<file path="config.mk">
export PLATFORM = sky130hd
export DESIGN_NAME = fab_blend
export DESIGN_NICKNAME = d
export VERILOG_FILES = /design/src/hw/rtl/fab_pkg.sv /design/src/hw/rtl/fab_blend.sv
export SDC_FILE = /design/constraint.sdc
export NUM_CORES = 1
export LEC_CHECK = 0
export ABC_AREA = 1
export BUFFER_PORTS_ARGS = -buffer_cell sky130_fd_sc_hd__buf_2
export CAP_MARGIN = 20
export CORE_MARGIN = 4
export CORE_UTILIZATION = 59
export DETAILED_ROUTE_END_ITERATION = 7
export PLACE_DENSITY_LB_ADDON = 0.15
export SETUP_SLACK_MARGIN = 0.3
export SLEW_MARGIN = 20
export SYNTH_ARGS = -nofsm -noshare
export SYNTH_HDL_FRONTEND = slang
export SYNTH_SLANG_ARGS = --single-unit
</file>
<file path="constraint.sdc">
create_clock -name vclk -period 5.25
set_clock_uncertainty 0.15 [all_clocks]
set_input_delay 0.2625 -clock vclk [all_inputs]
set_output_delay 0.2625 -clock vclk [all_outputs]
set_load 0.05 [all_outputs]
</file>
<file path="src/hw/rtl/fab_pkg.sv">
// Shared types, constants and pixel helpers for the framebuffer alpha blit block.
package fab_pkg;

    // Field widths of the request and response channels.
    localparam int COL_W    = 12;
    localparam int ROW_W    = 12;
    localparam int PIXEL_W  = 32;
    localparam int STATUS_W = 2;
    localparam int ALPHA_W  = 8;
    localparam int ORIGIN_W = 10;

    // Screen coordinates after the origin is added: 10-bit origin plus 12-bit offset.
    localparam int COORD_W = 13;

    // Configuration port.
    localparam int CFG_IDX_W  = 2;
    localparam int CFG_DATA_W = 10;

    localparam logic [CFG_IDX_W-1:0] CFG_ORIGIN_X     = 2'd0;
    localparam logic [CFG_IDX_W-1:0] CFG_ORIGIN_Y     = 2'd1;
    localparam logic [CFG_IDX_W-1:0] CFG_WINDOW_ALPHA = 2'd2;

    // Request types.
    localparam logic REQ_BLIT    = 1'b0;
    localparam logic REQ_CAPTURE = 1'b1;

    localparam logic [PIXEL_W-1:0] OPAQUE_BLACK = 32'hff00_0000;
    localparam logic [ALPHA_W-1:0] ALPHA_FULL   = 8'hff;
    localparam logic [ALPHA_W-1:0] ALPHA_NONE   = 8'h00;

    // Response status codes.
    typedef enum logic [STATUS_W-1:0] {
        STAT_DONE     = 2'd0,
        STAT_CLIPPED  = 2'd1,
        STAT_REJECTED = 2'd2,
        STAT_FILLED   = 2'd3
    } t_status;

    // Sequencer states.
    typedef enum logic [2:0] {
        S_CLEAR,
        S_IDLE,
        S_ADDR,
        S_READ,
        S_MODIFY
    } t_state;

    // Exchange the red and blue bytes of a 32-bit pixel.
    function automatic logic [PIXEL_W-1:0] swap_rb(input logic [PIXEL_W-1:0] p);
        return {p[31:24], p[7:0], p[15:8], p[23:16]};
    endfunction

endpackage

</file>
<file path="src/hw/rtl/fab_blend.sv">
// Per-channel blend of a swapped source pixel over a stored pixel, opaque result.
module fab_blend (
    input  logic [fab_pkg::PIXEL_W-1:0] i_src,
    input  logic [fab_pkg::PIXEL_W-1:0] i_dst,
    input  logic [fab_pkg::ALPHA_W-1:0] i_alpha,
    output logic [fab_pkg::PIXEL_W-1:0] o_pixel
);
    import fab_pkg::*;

    logic [PIXEL_W-1:0] src_sw;
    logic [ALPHA_W-1:0] inv_alpha;

    // The source is swapped first so that each channel sits where the store keeps it.
    assign src_sw    = swap_rb(i_src);
    assign inv_alpha = ALPHA_FULL - i_alpha;

    // Three color lanes: (s * a + d * (255 - a)) >> 8, never above 16 bits.
    for (genvar ch = 0; ch < 3; ch++) begin : g_lane
        logic [15:0] prod_s;
        logic [15:0] prod_d;
        logic [15:0] sum;

        assign prod_s = 16'(src_sw[ch*8 +: 8]) * 16'(i_alpha);
        assign prod_d = 16'(i_dst[ch*8 +: 8]) * 16'(inv_alpha);
        assign sum    = prod_s + prod_d;
        assign o_pixel[ch*8 +: 8] = sum[15:8];
    end

    assign o_pixel[31:24] = OPAQUE_BLACK[31:24];
endmodule

</file>
==> flow_summary_export.csv <==
group,metric,value,unit
global_routing,grt_pass1_wl,59700,µm
clocking,postCtsHoldBufs,0,
die,die-area,0.0255,mm²
setup_path,worst_path_max_delay_cell,"fa_1",
setup_path,max_stage_delay,0.55,ns
die,rows,55,
global_routing,grt_start_max_net_pins,19,
synthesis,yosysUniqueCellTypes,19,
cells_and_area,syn2layout_area_growth,29.6,%
global_routing,gr-usage-all-layers,0.280,
detailed_routing,drc,0,
cells_and_area,seq_cells,0,
die,start_util,0.601,
cells_and_area,layout_common_cells,"inv_1, nand2_1, fa_1",
cells_and_area,seq_area,0,µm²
setup_path,worstPathCellList,"buf_8, clkinvlp_4, buf_6, nor2_4, fa_1, inv_2, fa_1, inv_1, fa_2, fa_2, fa_1, inv_1, fa_1, inv_2, ha_4, nand2_4, nor2_1, nand3_2, nand3_2, nand2_2, nand2_4, buf_8",
cells_and_area,diodes,0,
sta,rsz0062_at_grt,"yes",
setup_path,crit_fanout,6,
setup_path,crit_buf_inv,8,
synthesis,yosysSeqAreaShare,0,
placement,port_buffers,80,
global_routing,grt_pass1_vias,12900,
placement,dp_hpwl,29300,µm
cells_and_area,drive_gt1_frac,0.266,
setup_path,worstPathArrival,4.97,ns
detailed_routing,num_vias,12000,
setup_path,critPathLaunchType,"input pin",
detailed_routing,drtPass1Iterations,5,
placement,place.gp.congestion,0.922,
global_routing,antenna_found_initial,0,
sta,finalSetupViolCount,14,
detailed_routing,drtIter0Drc,744,
synthesis,synth_area,0.0136,mm²
sta,hold_viol,0,
sta,period_share,1.02,
setup_path,required,4.84,ns
sta,min_period,5.38,ns
cells_and_area,n_fill_cell,1545,
die,coreArea,0.0226,mm²
cells_and_area,final_nets,2629,
sta,setup_tns,-0.918,ns
status,violations,"setup timing",
synthesis,ys.warnings.count,0,
hold_path,min_path_type,"in -> out",
cells_and_area,final_common_cell,"inv_1",
sta,holdWs,1.41,ns
detailed_routing,totalWireLength,36000,µm
setup_path,crit_type,"in -> out",
detailed_routing,viasPerCell,5.06,
synthesis,avgSynthCellArea,7.22,µm²
sta,worst_slack,-0.130,ns
cells_and_area,clock_buffers,0,
sta,fmax,0.186,GHz
global_routing,gr-total-overflow,0,
setup_path,critPathMostFrequentCell,"fa_1",
job,cap_viol_max_count,0,
status,run_status,"finished, violations left",
die,die_h,160,µm
sta,slew_viol_final,0,
setup_path,cp_top_family,"adder cells",
setup_path,end_kind,"primary output",
synthesis,synthCells,1883,
detailed_routing,wl_per_cell,15.2,µm
die,ios,104,
die,die_w,160,µm
detailed_routing,ant_nets,0,
[path summary, 6_finish.rpt]
check,end,start,cells past startpoint,slack (ns)
worst max-delay path,o_pixel[12],i_dst[13],22,-0.13
worst min-delay path,o_pixel[15],i_src[15],9,1.41
[per-layer routing]
metal	vias up	track usage	share of wire
li1	5632	-	-
met1	5840	0.366	0.39
met2	455	0.507	0.51
met3	92	0.0250	0.067
met4	0	0.0641	0.032
met5	-	0	0
[cell families (layout without fill, tap and decap cells)]
kind of cell,after synthesis,in the layout,share of synthesized area
buf+inv,700,900,0.199
fa+ha+maj,465,465,0.585
compound gates,22,22,0.00865
xor+xnor,18,18,0.0116
other cells,1,8,0.000276
simple gates,677,677,0.196
[per-stage QoR]
| step | util | worst slack (ns) | cell area (µm²) | instances |
|---|---|---|---|---|
| floorplan | - | 0.191 | 14500 | 1890 |
| global placement | 0.707 | -0.314 | 16000 | 2341 |
| detailed placement | 0.707 | -0.364 | 16000 | 2341 |
| CTS | 0.763 | -0.0661 | 17300 | 2363 |
| global route | 0.779 | -0.235 | 17600 | 2375 |
| finish | 0.779 | -0.130 | 17600 | 2375 |
[Yosys cell counts, drive strengths merged]
master  number  share of area
a21oi       22         0.0086
buf         43          0.017
clkbuf      22         0.0061
clkinv       6         0.0017
conb         1        0.00028
fa         285           0.42
ha         180           0.17
inv        629           0.17
nand2      454           0.13
nand3       34          0.013
nand3b       3         0.0017
nand4       11         0.0051
nor2       175          0.050
xnor2       13         0.0084
xor2         5         0.0032
[final cells by class]
cell class	instances	area, µm²	area share
Multi-Input combinational cell	1190	12400	0.702
Timing Repair Buffer	265	2480	0.141
Inverter	635	2410	0.137
Tap cell	285	357	0.0202
[timing repair]
action                                  CTS  global route
gates cloned                              5             3
pin swaps                                88            65
setup buffers                            17             9
gates resized for setup                 319            63
endpoints found under the setup margin   24            24
Power is left out: the tool's default activity adds up to more than one toggle a clock period on the data nets, which glitch-free logic cannot reach.
